[config.mk]
export PLATFORM = sky130hd
export DESIGN_NAME = binary_frame_builder_top
export DESIGN_NICKNAME = d
export VERILOG_FILES = /design/src/fbb_pkg.sv /design/src/binary_frame_builder_top.sv /design/src/fbb_queue.sv /design/src/fbb_front.sv /design/src/fbb_back.sv
export SDC_FILE = /design/constraint.sdc
export NUM_CORES = 1
export LEC_CHECK = 0
export ABC_AREA = 1
export BUFFER_PORTS_ARGS = -buffer_cell sky130_fd_sc_hd__buf_4
export CORE_ASPECT_RATIO = 1.2
export CORE_MARGIN = 2
export CORE_UTILIZATION = 35
export DETAILED_ROUTE_END_ITERATION = 16
export GPL_ROUTABILITY_DRIVEN = 1
export PLACE_DENSITY_LB_ADDON = 0.1
export SLEW_MARGIN = 10
export SYNTH_ARGS = -nofsm -noshare
export SYNTH_HDL_FRONTEND = slang
export SYNTH_HIERARCHICAL = 1
export SYNTH_SLANG_ARGS = --single-unit
[constraint.sdc]
create_clock -name clk -period 6.88 [get_ports clk]
set_input_delay 1.032 -clock clk [delete_from_list [all_inputs] [get_ports clk]]
set_output_delay 1.032 -clock clk [all_outputs]
set_load 0.03 [all_outputs]
[src/fbb_pkg.sv]
// Shared types and constants for the binary frame builder.
package fbb_pkg;

    localparam int DEF_LENGTH_BITS = 16;
    localparam int DEF_QUEUE_DEPTH = 4;

    localparam int HDR_BYTES = 24;
    localparam int SUM_BYTES = 4;
    localparam int CNT_W     = $clog2(HDR_BYTES);

    localparam logic [31:0] FRAME_MAGIC   = 32'h4F4A_574D;
    localparam logic [15:0] FRAME_VERSION = 16'h0001;
    localparam logic [15:0] FRAME_FLAGS   = 16'h0000;
    localparam logic [31:0] TYPE_REQUEST  = 32'd1;
    localparam logic [31:0] TYPE_RESPONSE = 32'd2;

    localparam logic CMD_START = 1'b0;
    localparam logic CMD_DATA  = 1'b1;

    typedef struct packed {
        logic        command;
        logic [63:0] frame_id;
        logic        is_request;
        logic [15:0] frame_len;
        logic [7:0]  data_byte;
    } req_t;

    typedef struct packed {
        logic [7:0] out_byte;
        logic       frame_end;
        logic       error;
    } rsp_t;

    typedef enum logic [1:0] {
        OP_START,
        OP_DATA,
        OP_ERROR
    } op_t;

    typedef struct packed {
        op_t         kind;
        logic [63:0] frame_id;
        logic        is_request;
        logic [31:0] length;
        logic [7:0]  data_byte;
        logic        sum_follows;
    } entry_t;

    typedef struct packed {
        logic full;
        logic empty;
    } q_stat_t;

    typedef enum logic {
        BK_ITEM,
        BK_SUM
    } bk_state_t;

endpackage

[src/binary_frame_builder_top.sv]
// Binary frame builder: front classifier, request queue and byte sequencer.
// Requests pass through the queue; the back part emits their bytes from its head into
// the output register. A start emits 24 header bytes (28 with zero length), a last
// payload byte 5; the back sequencer emits one byte per cycle when not stalled.
// Reset clears the queue, the open-frame state, the checksum and the output valid.
module binary_frame_builder_top
    import fbb_pkg::*;
#(
    parameter int LENGTH_BITS = DEF_LENGTH_BITS,
    parameter int QUEUE_DEPTH = DEF_QUEUE_DEPTH
)
(
    input  logic clk,
    input  logic rst_n,
    input  req_t req,
    input  logic req_valid,
    output logic req_stall,
    output rsp_t rsp,
    output logic rsp_valid,
    input  logic rsp_stall
);

    q_stat_t q_stat;
    logic    q_push;
    logic    q_pop;
    entry_t  q_wdata;
    entry_t  q_rdata;

    fbb_front #(
        .LENGTH_BITS (LENGTH_BITS)
    ) u_front (
        .clk       (clk),
        .rst_n     (rst_n),
        .req       (req),
        .req_valid (req_valid),
        .req_stall (req_stall),
        .q_stat    (q_stat),
        .q_push    (q_push),
        .q_wdata   (q_wdata)
    );

    fbb_queue #(
        .DEPTH (QUEUE_DEPTH)
    ) u_queue (
        .clk   (clk),
        .rst_n (rst_n),
        .push  (q_push),
        .wdata (q_wdata),
        .pop   (q_pop),
        .rdata (q_rdata),
        .stat  (q_stat)
    );

    fbb_back u_back (
        .clk       (clk),
        .rst_n     (rst_n),
        .head      (q_rdata),
        .q_stat    (q_stat),
        .q_pop     (q_pop),
        .rsp       (rsp),
        .rsp_valid (rsp_valid),
        .rsp_stall (rsp_stall)
    );

    a_pop_nonempty: assert property (@(posedge clk) disable iff (!rst_n)
        q_pop |-> !q_stat.empty)
        else $error("pop from empty queue");

    a_stat_exclusive: assert property (@(posedge clk) disable iff (!rst_n)
        !(q_stat.full && q_stat.empty))
        else $error("queue full and empty");

    a_error_clean: assert property (@(posedge clk) disable iff (!rst_n)
        rsp_valid && rsp.error |-> !rsp.frame_end && rsp.out_byte == 8'd0)
        else $error("error result carries data");

endmodule

[src/fbb_queue.sv]
// Small register queue between the front and back parts.
module fbb_queue
    import fbb_pkg::*;
#(
    parameter int DEPTH = DEF_QUEUE_DEPTH
)
(
    input  logic    clk,
    input  logic    rst_n,
    input  logic    push,
    input  entry_t  wdata,
    input  logic    pop,
    output entry_t  rdata,
    output q_stat_t stat
);

    localparam int AW = $clog2(DEPTH);
    localparam int CW = $clog2(DEPTH + 1);

    entry_t          mem_reg [DEPTH];
    logic [AW-1:0]   wr_ptr_reg;
    logic [AW-1:0]   wr_ptr_next;
    logic [AW-1:0]   rd_ptr_reg;
    logic [AW-1:0]   rd_ptr_next;
    logic [CW-1:0]   count_reg;
    logic [CW-1:0]   count_next;
    logic            do_push;
    logic            do_pop;

    assign stat.full  = (count_reg == CW'(DEPTH));
    assign stat.empty = (count_reg == '0);
    assign rdata      = mem_reg[rd_ptr_reg];

    always_comb
    begin
        do_push     = push && !stat.full;
        do_pop      = pop && !stat.empty;
        wr_ptr_next = wr_ptr_reg;
        rd_ptr_next = rd_ptr_reg;
        if (do_push)
        begin
            wr_ptr_next = (wr_ptr_reg == AW'(DEPTH - 1)) ? '0 : wr_ptr_reg + AW'(1);
        end
        if (do_pop)
        begin
            rd_ptr_next = (rd_ptr_reg == AW'(DEPTH - 1)) ? '0 : rd_ptr_reg + AW'(1);
        end
        count_next  = count_reg;
        if (do_push && !do_pop)
        begin
            count_next = count_reg + CW'(1);
        end
        else if (do_pop && !do_push)
        begin
            count_next = count_reg - CW'(1);
        end
    end

    always_ff @(posedge clk or negedge rst_n)
    begin
        if (!rst_n)
        begin
            wr_ptr_reg <= '0;
            rd_ptr_reg <= '0;
            count_reg  <= '0;
        end
        else
        begin
            wr_ptr_reg <= wr_ptr_next;
            rd_ptr_reg <= rd_ptr_next;
            count_reg  <= count_next;
        end
    end

    always_ff @(posedge clk)
    begin
        if (do_push)
        begin
            mem_reg[wr_ptr_reg] <= wdata;
        end
    end

endmodule

[src/fbb_front.sv]
// Front part: accepts requests, tracks the open frame and classifies each request.
module fbb_front
    import fbb_pkg::*;
#(
    parameter int LENGTH_BITS = DEF_LENGTH_BITS
)
(
    input  logic    clk,
    input  logic    rst_n,
    input  req_t    req,
    input  logic    req_valid,
    output logic    req_stall,
    input  q_stat_t q_stat,
    output logic    q_push,
    output entry_t  q_wdata
);

    logic                    frame_open_reg;
    logic                    frame_open_next;
    logic [LENGTH_BITS-1:0]  bytes_left_reg;
    logic [LENGTH_BITS-1:0]  bytes_left_next;
    logic [LENGTH_BITS+15:0] len_wide;
    logic [LENGTH_BITS-1:0]  len_cut;
    logic [LENGTH_BITS-1:0]  left_dec;

    assign req_stall = q_stat.full;
    assign q_push    = req_valid && !q_stat.full;

    always_comb
    begin
        len_wide        = {LENGTH_BITS'(1'b0), req.frame_len};
        len_cut         = len_wide[LENGTH_BITS-1:0];
        left_dec        = bytes_left_reg - LENGTH_BITS'(1);
        frame_open_next = frame_open_reg;
        bytes_left_next = bytes_left_reg;

        q_wdata.kind        = OP_ERROR;
        q_wdata.frame_id    = req.frame_id;
        q_wdata.is_request  = req.is_request;
        q_wdata.length      = 32'(len_cut);
        q_wdata.data_byte   = req.data_byte;
        q_wdata.sum_follows = 1'b0;

        if (req.command == CMD_START)
        begin
            q_wdata.kind        = OP_START;
            q_wdata.sum_follows = (len_cut == '0);
            frame_open_next     = (len_cut != '0);
            bytes_left_next     = len_cut;
        end
        else if (frame_open_reg)
        begin
            q_wdata.kind        = OP_DATA;
            q_wdata.sum_follows = (left_dec == '0);
            frame_open_next     = (left_dec != '0);
            bytes_left_next     = left_dec;
        end
    end

    always_ff @(posedge clk or negedge rst_n)
    begin
        if (!rst_n)
        begin
            frame_open_reg <= 1'b0;
            bytes_left_reg <= '0;
        end
        else if (q_push)
        begin
            frame_open_reg <= frame_open_next;
            bytes_left_reg <= bytes_left_next;
        end
    end

endmodule

[src/fbb_back.sv]
// Back part: emits header, payload, checksum and error bytes into the output register.
module fbb_back
    import fbb_pkg::*;
(
    input  logic    clk,
    input  logic    rst_n,
    input  entry_t  head,
    input  q_stat_t q_stat,
    output logic    q_pop,
    output rsp_t    rsp,
    output logic    rsp_valid,
    input  logic    rsp_stall
);

    bk_state_t          state_reg;
    bk_state_t          state_next;
    logic [CNT_W-1:0]   cnt_reg;
    logic [CNT_W-1:0]   cnt_next;
    logic [31:0]        crc_reg;
    logic [31:0]        crc_next;
    logic               rsp_valid_reg;
    logic               rsp_valid_next;
    rsp_t               rsp_reg;
    rsp_t               rsp_next;
    logic               load_ok;
    logic               emit;
    logic [31:0]        crc_base;
    logic [31:0]        crc_mix;
    logic [7:0]         cur_byte;
    logic [191:0]       hdr_vec;
    logic [7:0]         hdr_bytes [HDR_BYTES];

    assign rsp       = rsp_reg;
    assign rsp_valid = rsp_valid_reg;

    always_comb
    begin
        hdr_vec = {head.length, head.frame_id,
                   head.is_request ? TYPE_REQUEST : TYPE_RESPONSE,
                   FRAME_FLAGS, FRAME_VERSION, FRAME_MAGIC};
        for (int i = 0; i < HDR_BYTES; i++)
        begin
            hdr_bytes[i] = hdr_vec[i*8 +: 8];
        end
    end

    always_comb
    begin
        load_ok    = !rsp_valid_reg || !rsp_stall;
        emit       = 1'b0;
        q_pop      = 1'b0;
        state_next = state_reg;
        cnt_next   = cnt_reg;
        crc_next   = crc_reg;
        rsp_next   = rsp_reg;
        crc_base   = crc_reg;
        cur_byte   = head.data_byte;

        case (state_reg)
            BK_ITEM:
            begin
                if (head.kind == OP_START)
                begin
                    cur_byte = hdr_bytes[cnt_reg];
                    crc_base = (cnt_reg == '0) ? 32'd0 : crc_reg;
                end
                crc_mix = crc_base ^ {24'd0, cur_byte};
                if (load_ok && !q_stat.empty)
                begin
                    emit = 1'b1;
                    case (head.kind)
                        OP_START:
                        begin
                            rsp_next = '{out_byte: cur_byte, frame_end: 1'b0, error: 1'b0};
                            crc_next = {crc_mix[30:0], crc_mix[31]};
                            if (cnt_reg == CNT_W'(HDR_BYTES - 1))
                            begin
                                q_pop    = 1'b1;
                                cnt_next = '0;
                                if (head.sum_follows)
                                begin
                                    state_next = BK_SUM;
                                end
                            end
                            else
                            begin
                                cnt_next = cnt_reg + CNT_W'(1);
                            end
                        end
                        OP_DATA:
                        begin
                            rsp_next = '{out_byte: cur_byte, frame_end: 1'b0, error: 1'b0};
                            crc_next = {crc_mix[30:0], crc_mix[31]};
                            q_pop    = 1'b1;
                            if (head.sum_follows)
                            begin
                                state_next = BK_SUM;
                            end
                        end
                        default:
                        begin
                            rsp_next = '{out_byte: 8'd0, frame_end: 1'b0, error: 1'b1};
                            q_pop    = 1'b1;
                        end
                    endcase
                end
            end
            BK_SUM:
            begin
                crc_mix = crc_reg;
                if (load_ok)
                begin
                    emit     = 1'b1;
                    rsp_next = '{out_byte: crc_reg[cnt_reg[1:0]*8 +: 8],
                                 frame_end: (cnt_reg == CNT_W'(SUM_BYTES - 1)),
                                 error: 1'b0};
                    if (cnt_reg == CNT_W'(SUM_BYTES - 1))
                    begin
                        cnt_next   = '0;
                        state_next = BK_ITEM;
                    end
                    else
                    begin
                        cnt_next = cnt_reg + CNT_W'(1);
                    end
                end
            end
            default:
            begin
                crc_mix    = crc_reg;
                state_next = BK_ITEM;
                cnt_next   = '0;
            end
        endcase

        if (emit)
        begin
            rsp_valid_next = 1'b1;
        end
        else if (!rsp_stall)
        begin
            rsp_valid_next = 1'b0;
        end
        else
        begin
            rsp_valid_next = rsp_valid_reg;
        end
    end

    always_ff @(posedge clk or negedge rst_n)
    begin
        if (!rst_n)
        begin
            state_reg     <= BK_ITEM;
            cnt_reg       <= '0;
            crc_reg       <= '0;
            rsp_valid_reg <= 1'b0;
        end
        else
        begin
            state_reg     <= state_next;
            cnt_reg       <= cnt_next;
            crc_reg       <= crc_next;
            rsp_valid_reg <= rsp_valid_next;
        end
    end

    always_ff @(posedge clk)
    begin
        rsp_reg <= rsp_next;
    end

endmodule
; ---- Yosys cells after proc, flatten, opt, wreduce, memory -nomap -nowiden
; Memories as Yosys holds them, arrays and structs flattened.
; Cells that the tools add are included.
[op_classes]
mux = 49
magnitude_cmp = 1
n_eq_ne = 11
reduce_logical = 26
bitwise_logic = 3
n_shift = 1
addsub = 6
[op_table]
columns = operator, n
row1 = two-way mux 32 bit, 3
row2 = binary-select mux 8 bit (select 5 bit), 1
row3 = zero test 16 bit, 2
row4 = two-way mux 16 bit, 2
row5 = two-way mux 8 bit, 4
row6 = nonzero test 16 bit, 2
row7 = indexed part select 32 x 6 -> 8 bit, 1
row8 = XOR 32 x 8 -> 32 bit, 1
row9 = two-way mux 10 bit, 3
row10 = two-way mux 5 bit, 5
row11 = case mux 10 bit (2 select lines), 1
row12 = two-way mux 1 bit, 19
row13 = subtractor 16 x 1 -> 16 bit (second input constant), 1
row14 = two-way mux 2 bit, 5
row15 = case mux 5 bit (2 select lines), 1
row16 = != test 2 x 1 -> 1 bit (second input constant), 4
row17 = greater-or-equal comparator 6 bit (second input constant), 1
row18 = logical AND 1 bit, 6
row19 = zero test 1 bit, 6
row20 = two-way mux 3 bit, 2
row21 = NOT 5 -> 6 bit, 1
row22 = case mux 1 bit (2 select lines), 3
row23 = AND reduction 3 bit, 2
row24 = adder 5 x 1 -> 5 bit (second input constant), 1
row25 = 17 further kinds, 20
[totals]
wordCells = 110
out_inout_bits = 12
n_memories = 1
ram_bits = 368
reg_bits = 73
[mem_list]
columns = memory, words, word_bits, rd, rd_ports_with_merged_regs, wr, line_no
row1 = u_queue.mem_reg, 4, 92, 1, 0, 1, fbb_queue.sv:20  ; entry_t mem_reg [DEPTH];

; ---- Logic depth before layout (Yosys ltp)
; Gate-level depths: netlist of run 1.
; An unclocked memory read counts as a cell.
[depth]
word_depth = 10
mapped_depth = 17
ltp_nobuf = 15

; ---- By module
; Netlist of run 1, hierarchy kept.
[by_module_without_submodules]
columns = module, area_each_um2, seq_area_each_um2, cells_each, instances
row1 = fbb_queue, 18850.6, 13147.6, 1320, 1
row2 = fbb_back, 3743.6, 1276.2, 573, 1
row3 = fbb_front, 2115.8, 425.4, 306, 1

; ---- Worst setup path after synthesis of run 1
; OpenSTA, ideal clock, no wires.
[synth_timing]
path_type = in2reg
from = in req_valid
to = mem u_queue/mem_reg[0][0] (netlist bit) (enable)
n_path_buf = 0
slack_ps = 354
stages = 4
arrival_ps = 5950
cell_sequence = inv_1 nor2_1 nand2_1 nor2_1
[synth_between]
elab_chain_cells = 4
[synth_lines]
columns = item, line_no
row1 = start: declaration, binary_frame_builder_top.sv:16  ; input logic req_valid,
row2 = logical AND 1 bit, fbb_front.sv:27  ; assign q_push = req_valid && !q_stat.full;
row3 = via q_push, binary_frame_builder_top.sv:24  ; logic q_push;
row4 = logical AND 1 bit, fbb_queue.sv:36  ; do_push = push && !stat.full;
row5 = two-way mux 1 bit, fbb_queue.sv:77  ; if (do_push)
row6 = two-way mux 1 bit (implied by the code), fbb_queue.sv:79  ; mem_reg[wr_ptr_reg] <= wdata;
row7 = end: declaration, fbb_queue.sv:20
; The timed path passes the listed nets, and every way through them passes these cells.

==> summary by stage, run 1 <==
Outcome
The run finished with clean final reports.

Final layout
The final standard cell area without fillers is ~27000 µm². For this run, the number of standard cells in the final layout without fillers is roughly 3100. Summing all flip-flop and latch instances after layout gives 14900 µm².

Compared with the post-synthesis result, the final layout area differs by 8.99%. The total area of multi-input combinational cells is between 6000 and 7000 µm². The layout net count is between 2000 and 2500. The repair_antennas step left the layout with diodes totalling 0. The flip-flop count of the largest register after layout is approximately 430. The layout has 6908 filler cells. The fraction of final layout cells with drive strength greater than 1 is 22.6%.

Timing
Summed over all failing endpoints, the final setup total negative slack is 0 ps. The clock period minus final worst setup slack is around 4200 ps. Measured against its own limit, the worst slew margin works out to around a quarter. Setup repair after global routing left no endpoint under its margin. The portion of the clock cycle consumed by the worst path in the final layout is around three fifths.

The final number of max-transition violations is 0. The final worst-path setup slack is around 2700 ps. The highest clock rate is around 240 MHz.

For the final database, setup skew stands at 31.2 ps. Setup violations remaining at the end of the flow were counted as 0. At the pin with the least slew margin, the transition time is 1110 ps. The final hold violation count is 0.

Job
The count of maximum capacitance violations is 0.

CTS
The longest clock path from root to sink contains 3 buffers. Once the clock tree was built, the setup fixing pass inserted 0 buffers. Clock tree synthesis selected as its root buffer the cell clkbuf_16. Clock tree synthesis found a total of approximately 510 sinks. The TritonCTS clock tree is yes. The clock tree synthesis step divided the H-tree into 2 levels. The number of instances resized during post-cts repair is 0.

Clock-pin slew was measured on the worst setup and hold paths at approximately 60 ps. The total of hold buffers inserted after clock tree synthesis is 0. The total CTS buffers is 55. The later pin in the worst-skew pair is clocked with a latency of around 600 ps.

Floorplan
The initial standard-cell utilization of the core is a little over a third. The number of placed I/O pins is roughly 110. The die is ~300 µm tall. The floorplan step defined a die boundary enclosing 72700 µm². The core box area is between 60000 and 70000 µm². The die span in x is 247 µm. The floorplan has between 100 and 150 rows.

Detailed routing
The first-iteration detailed-routing DRC count is 806. The first-pass detailed-route iteration total is 5. The final antenna-violating net count is 0. Across all layers, the routed design uses around 15000 vias.

The routed length per instance is around 19 µm. The post-detailed-route via-to-cell ratio is 4.79. The total routed wirelength is slightly above 60000 µm. The DRC violation count after routing is 0.

Synthesis
Counting flops with a built-in enable in the synthesized netlist gives 442. The post-synth design cell area is ~25000 µm². The most instantiated flip-flop cell in the synthesis netlist is edfxtp_1. In this run, synthesis produced a sequential element count of 505.

The library cell with the largest summed area after synthesis is edfxtp_1. nand2_1 is the most common cell in the netlist. A synthesized cell averages around 11 µm².

Counting instances in the post-synthesis netlist gives the leading cell types as nand2_1, edfxtp_1, inv_1. Of all flip-flops after synthesis, the portion carrying an async set or reset was between 10% and 20%. The synthesized design devotes to its leading area cell type roughly 54% of total area. The count of synthesis-stage warnings from yosys is 6.

For this run, the register share of the synthesized area comes to between 60% and 70%. The count of different cell masters after synthesis is 43. The post-synthesis instance total is 2199. By area the synthesized netlist is led by edfxtp_1, o211ai_2, nand2_1.

Power and ir drop
Combinational logic burns a little over a third of the power. The part of the total power dissipated in sequential elements is around two fifths. In this run the power density over the cells is 435 nW/µm². The internal power of the cells totals 7.10 mW. The switching power total is 4.62 mW.

The peak supply drop is roughly 0.32 mV. The completed layout was analyzed and its total power is approximately 12 mW. The leakage power is approximately 11 nW. The clock network fraction of design power is 24.6%.

Net switching is 39.4% of the power.

Hold path
Counting instances, the worst hold path has a depth of 2. The tightest min-delay check is of the flop to flop type. The startpoint of the tightest hold check path is u_queue/count_reg[2]. The capture endpoint of the worst hold path is u_queue/count_reg[2].

Setup path
The type of element capturing the critical path is a flop. The reg-to-reg critical path startpoint is u_queue/rd_ptr_reg[0]. The category of the most critical setup path is flop to flop. The delay of the slowest cell on the worst path is 1120 ps. The standard cell with the maximum stage delay on the critical path is dfrtp_4. The worst register-to-register path ends at u_back/rsp[4]. The reg-to-reg setup timing slack is ~2700 ps. The number of cells on the worst reg-to-reg path is 15. The signal on the critical path passes through buf_4 -> buf_12 -> nand2_1 -> o211ai_2 -> nand2_1 -> inv_1 -> nand2_1 -> nand3_1 -> nand2_1 -> nand2_1 -> a21oi_1 -> nand2_1 -> nand2_1 -> nand2_1 -> o31ai_1. The kind of start point of the critical path is a flop.

The critical path required time is 7230 ps. The biggest fanout along the worst timing path is roughly 170. By instance count, the cell type seen most on the critical path is nand2_1. The data arrival at the endpoint of the critical path is between 4000 and 5000 ps.

Placed design
Once placement finished, the instance area stood at roughly 25000 µm². The routability congestion estimate from global placement is 0.818. The worst slack after detailed placement is 2740 ps. Once placement completed, the tool counted placed cells totaling between 3000 and 4000. After legalization and detailed placement, the total HPWL measured about 38000 µm. The total of buffers placed on input and output ports is approximately 110.

Global routing
The initial antenna violation count came to 0. The via count of the first global-routing pass was about 16000. After global routing the overflow that remains totals 0. The pin count of the biggest net entering global routing is approximately 170. The total routing usage reported by global routing is between 10% and 20%. The first global-routing pass estimated ~94000 µm of wire.
==> logic make-up (layout without fill, tap and decap cells) <==
group,after synthesis,count (layout),share of synthesized area (%)
fa+ha+maj,15,15,0.790
simple gates,787,787,14.1
buf+inv,545,555,12.2
flops,505,505,60.1
xor+xnor,6,6,0.213
other cells,1,16,0.0152
compound gates,340,340,12.6
==> area by class of cell <==
cell class              count  area share [%]
clock buffers              74            5.64
clock inverters            24           0.832
inverters                 331            4.66
multi-input cells        1164            25.7
flip-flops and latches    505            55.2
well taps                 918            4.26
repair buffers            126            3.70
==> layer usage <==
metal | GRT usage [%] | wire (µm)
met1 | 21.3 | 26500
met2 | 30.3 | 31000
met3 | 2.36 | 2050
met4 | 4.85 | 1510
met5 | 0 | 0
==> worst max path at each step <==
stage                                startpoint                     to
final                     u_queue/rd_ptr_reg[0]          u_back/rsp[4]
after global routing      u_queue/rd_ptr_reg[0]          u_back/rsp[9]
after CTS                 u_queue/rd_ptr_reg[0]          u_back/rsp[8]
after detailed placement  u_queue/rd_ptr_reg[0]          u_back/rsp[8]
after global placement    u_queue/rd_ptr_reg[0]          u_back/rsp[9]
after floorplan                       req_valid  u_queue/mem_reg[0][0]
==> placed cells by master (no fill, tap or decap), types with 5 or more instances in the layout <==
master / count
ha_1: 14
nand4_1: 9
edfxtp_1: 442
o211ai_2: 151
o21ai_1: 14
nor2_4: 8
conb_1: 16
o211ai_1: 69
clkinv_2: 9
buf_4: 122
o22ai_1: 20
o31ai_1: 19
nand2_1: 455
o21ai_0: 45
clkbuf_8: 5
nand2_2: 113
a21oi_1: 14
nand3_1: 99
clkinv_1: 9
inv_1: 325
dfrtp_1: 60
clkbuf_16: 56
nor2_1: 81
clkbuf_1: 13
nor2_2: 9
==> power groups by stage <==
stage | combinational, mW | clock, mW | sequential (mW)
after floorplan | 3.38 | 0 | 4.54
after global placement | 4.31 | 0 | 4.65
after detailed placement | 4.33 | 0 | 4.67
after CTS | 4.34 | 2.98 | 4.61
after global routing | 4.73 | 3.10 | 4.68
final | 4.23 | 2.88 | 4.60
==> worst max-delay path: cells and delay by family, from the launching register on <==
family,cells,cell delay [ps]
buffers and inverters,3,1250
DFF,1,1120
and+or+nand+nor,9,990
AOI/OAI and AO/OA,3,240
==> per-stage QoR <==
| stage | util, % | hold slack [ps] |
|---|---|---|
| 2_1_floorplan | - | 463 |
| 3_3_place_gp | 36.1 | 483 |
| 5_1_grt | 38.6 | 539 |
| 6_report | 38.6 | 493 |
| 4_1_cts | 38.6 | 497 |
| 3_5_place_dp | 36.1 | 484 |
(Power assumes the default switching activity.)
==> run 2, diff against run 1 <==
clock period = 3.8 ns   (was 6.88 ns; I/O delays follow)
==> summary by stage, run 2 (synthesized netlist as in run 1, its figures left out) <==
Final layout
Relative to the synthesized area, the layout overhead comes to 10.8%. The flip-flop count of the largest register after layout is 432 (unchanged). The number of diodes is 0 (unchanged).

The fraction of final layout cells with drive strength greater than 1 came to 23.6% (+1.0 points). The number of fill cells is 6853 (-0.80%). The library cells used most frequently in the layout, excluding fill and tap cells, are nand2_1, edfxtp_1, inv_1. The final standard cell area without fillers was 27400 µm² (+1.7%). The total area of multi-input combinational cells is 6930 µm² (unchanged). Leaving out fill and tap cells, the most frequent cell in the layout is nand2_1. The layout net count was 2314 (+0.96%). The non-filler instance count after layout is 3170 (+0.89%). The core utilization of the finished layout came to 39.2% (+0.64 points). The sequential standard cell area was 14900 µm² (unchanged).

Setup path
STA classifies the critical path endpoint as a flop. The data arrival at the endpoint of the critical path came to 3280 ps (-1280 ps). The cell that appears most often on the critical path is nand2_1. The signal on the critical path passes through inv_6 -> buf_12 -> o211ai_2 -> nand2_1 -> inv_1 -> nand2_1 -> nand3_1 -> nand2_1 -> nand2_1 -> a21oi_1 -> nand2_1 -> nand2_1 -> nand2_1 -> o31ai_1. The category of the most critical setup path is flop to flop. The delay of the slowest cell on the worst path was 590 ps (-530 ps). The worst setup path is launched from a flop.

The critical path required time is 4190 ps (-3040 ps). The standard cell with the maximum stage delay on the critical path is dfrtp_4. The biggest fanout along the worst timing path is 32 (-81%).

Floorplan
The die span in x came to 247 µm (unchanged). The initial standard-cell utilization of the core came to 35.4% (unchanged). The number of placed I/O pins is 106 (unchanged). The area of the die is 72700 µm² (unchanged). The core box area is 69800 µm² (unchanged). The floorplan row count is 106 (unchanged). The chip height is 295 µm (unchanged).

CTS
The post-CTS clock slew at the launch and capture registers of the worst setup and hold paths is 60 ps (about the same). The root buffer cell chosen for the clock tree is clkbuf_16. The clock sink count is 505 (unchanged). The count of buffers added by post-CTS timing repair for setup was 0 (unchanged). TritonCTS built the clock tree.

The number of instances resized during post-cts repair is 0 (unchanged). The clock latency of the later-clocked register in the worst-skew pair is 610 ps (about the same). The total CTS buffers was 55 (unchanged). The deepest level of the CTS H-tree was 2 (unchanged). The total of hold buffers inserted after clock tree synthesis was 0 (unchanged). The buffer levels on the longest clock path came to 3 (unchanged).

Timing
The worst clock skew on the final layout was 14.7 ps (-16.5 ps). The portion of the clock cycle consumed by the worst path in the final layout is 76.2% (+15 points). Setup repair after global routing left no endpoint under its margin.

The count of endpoints failing setup in the final report came to 0 (unchanged). The relative slew slack came to 36.7% (+10 points). The clock period minus final worst setup slack is 2890 ps (-1310 ps).

The final hold violation count is 0 (unchanged). The final worst-path setup slack is 906 ps (-1770 ps). The worst hold margin is 103 ps (-390 ps). The final number of max-transition violations came to 0 (unchanged). The transition time at the pin with the least slew margin was 950 ps (-155 ps). The highest clock rate is 346 MHz (+45%).

Placed design
The instance area at placement is 25600 µm² (+1.5%). The routability congestion estimate from global placement is 0.819 (+0.12%). The total of buffers placed on input and output ports is 105 (unchanged). The worst slack after detailed placement is 865 ps (-1880 ps). The HPWL reported at the end of detailed placement is 39100 µm (+3.8%). The number of instances in the placed design is 3066 (+0.72%).

Power and ir drop
The power per unit of standard cell area was 792 nW/µm² (+82%). The peak supply drop is 0.324 mV (+1.5%). The leakage power is 11.0 nW (+1.8%).

Detailed routing
The total routed wirelength is 61400 µm (+0.64%). The first-iteration detailed-routing DRC count was 690 (-14%). The final antenna-violating net count came to 0 (unchanged). The total via count in the routed design is 15074 (+0.19%). The first-pass detailed-route iteration total is 5 (unchanged).

The routed length per instance is 19.4 µm (-0.25%). The post-detailed-route via-to-cell ratio came to 4.76 (-0.69%). The DRC violation count after routing is 0 (unchanged).

Global routing
The initial antenna violation count is 4 (+4). The pin count of the biggest net entering global routing is 64 (-62%). The total routing usage reported by global routing is 17.1% (+0.19 points). The via count of the first global-routing pass is 15663 (-0.070%).

The wire length of the first global-routing pass is 94500 µm (+0.59%). The residual overflow from global routing is 0 (unchanged).

Hold path
The path class of the tightest hold or removal check is input pin to async pin.

Outcome
The run finished with clean final reports.

Job
The count of maximum capacitance violations was 0 (unchanged).
## run 2: path summary, 6_finish.rpt
path	startpoint	to	slack, ps	depth (start not counted)
setup / recovery	u_queue/rd_ptr_reg[1]	u_back/rsp[9]	910	14
hold / removal	rst_n	u_queue/wr_ptr_reg[1]	100	1
setup reg to reg	u_queue/rd_ptr_reg[1]	u_back/rsp[9]	910	14
hold reg to reg	u_back/crc_reg[29]	u_back/crc_reg[29]	510	2
max in group asynchronous	rst_n	u_queue/rd_ptr_reg[0]	2980	1
min in group clk	req[84]	u_queue/mem_reg[0][101]	160	1
## run 2: per-stage QoR
stage	TNS, ps	power [mW]
floorplan	-227360	14.3
global placement	0	16.5
detailed placement	0	16.6
CTS	0	22.1
global route	0	23.1
finish	0	21.7
## run 2: final cells by class
cell class / count / share of cell area (%)
inverter: 331 / 4.58
clock buffer: 73 / 5.46
clock inverter: 31 / 1.20
timing repair buffer: 148 / 4.97
sequential: 505 / 54.3
tap: 918 / 4.20
multi-input combinational: 1164 / 25.3
## run 2: per-layer routing
metal	share of wire [%]	GRT usage (%)	vias up
li1	-	-	7325
met1	43	21.3	7395
met2	51	30.6	252
met3	3.6	2.73	94
met4	2.4	5.00	8
met5	0.096	0	-
## run 2: critical path: cells and delay by family (launching register included)
kind | cells | cell delay [ps]
compound gates | 3 | 460
flops | 1 | 590
simple gates | 8 | 840
buf+inv | 3 | 720
## run 2: report_power, final
| part | leakage (nW) | internal [mW] | switching [mW] | total, mW |
|---|---|---|---|---|
| Combinational | 5.31 | 2.58 | 5.57 | 8.14 |
| Sequential | 4.80 | 7.44 | 0.677 | 8.12 |
| Clock | 0.884 | 3.18 | 2.24 | 5.42 |
| Total | 11.0 | 13.2 | 8.49 | 21.7 |
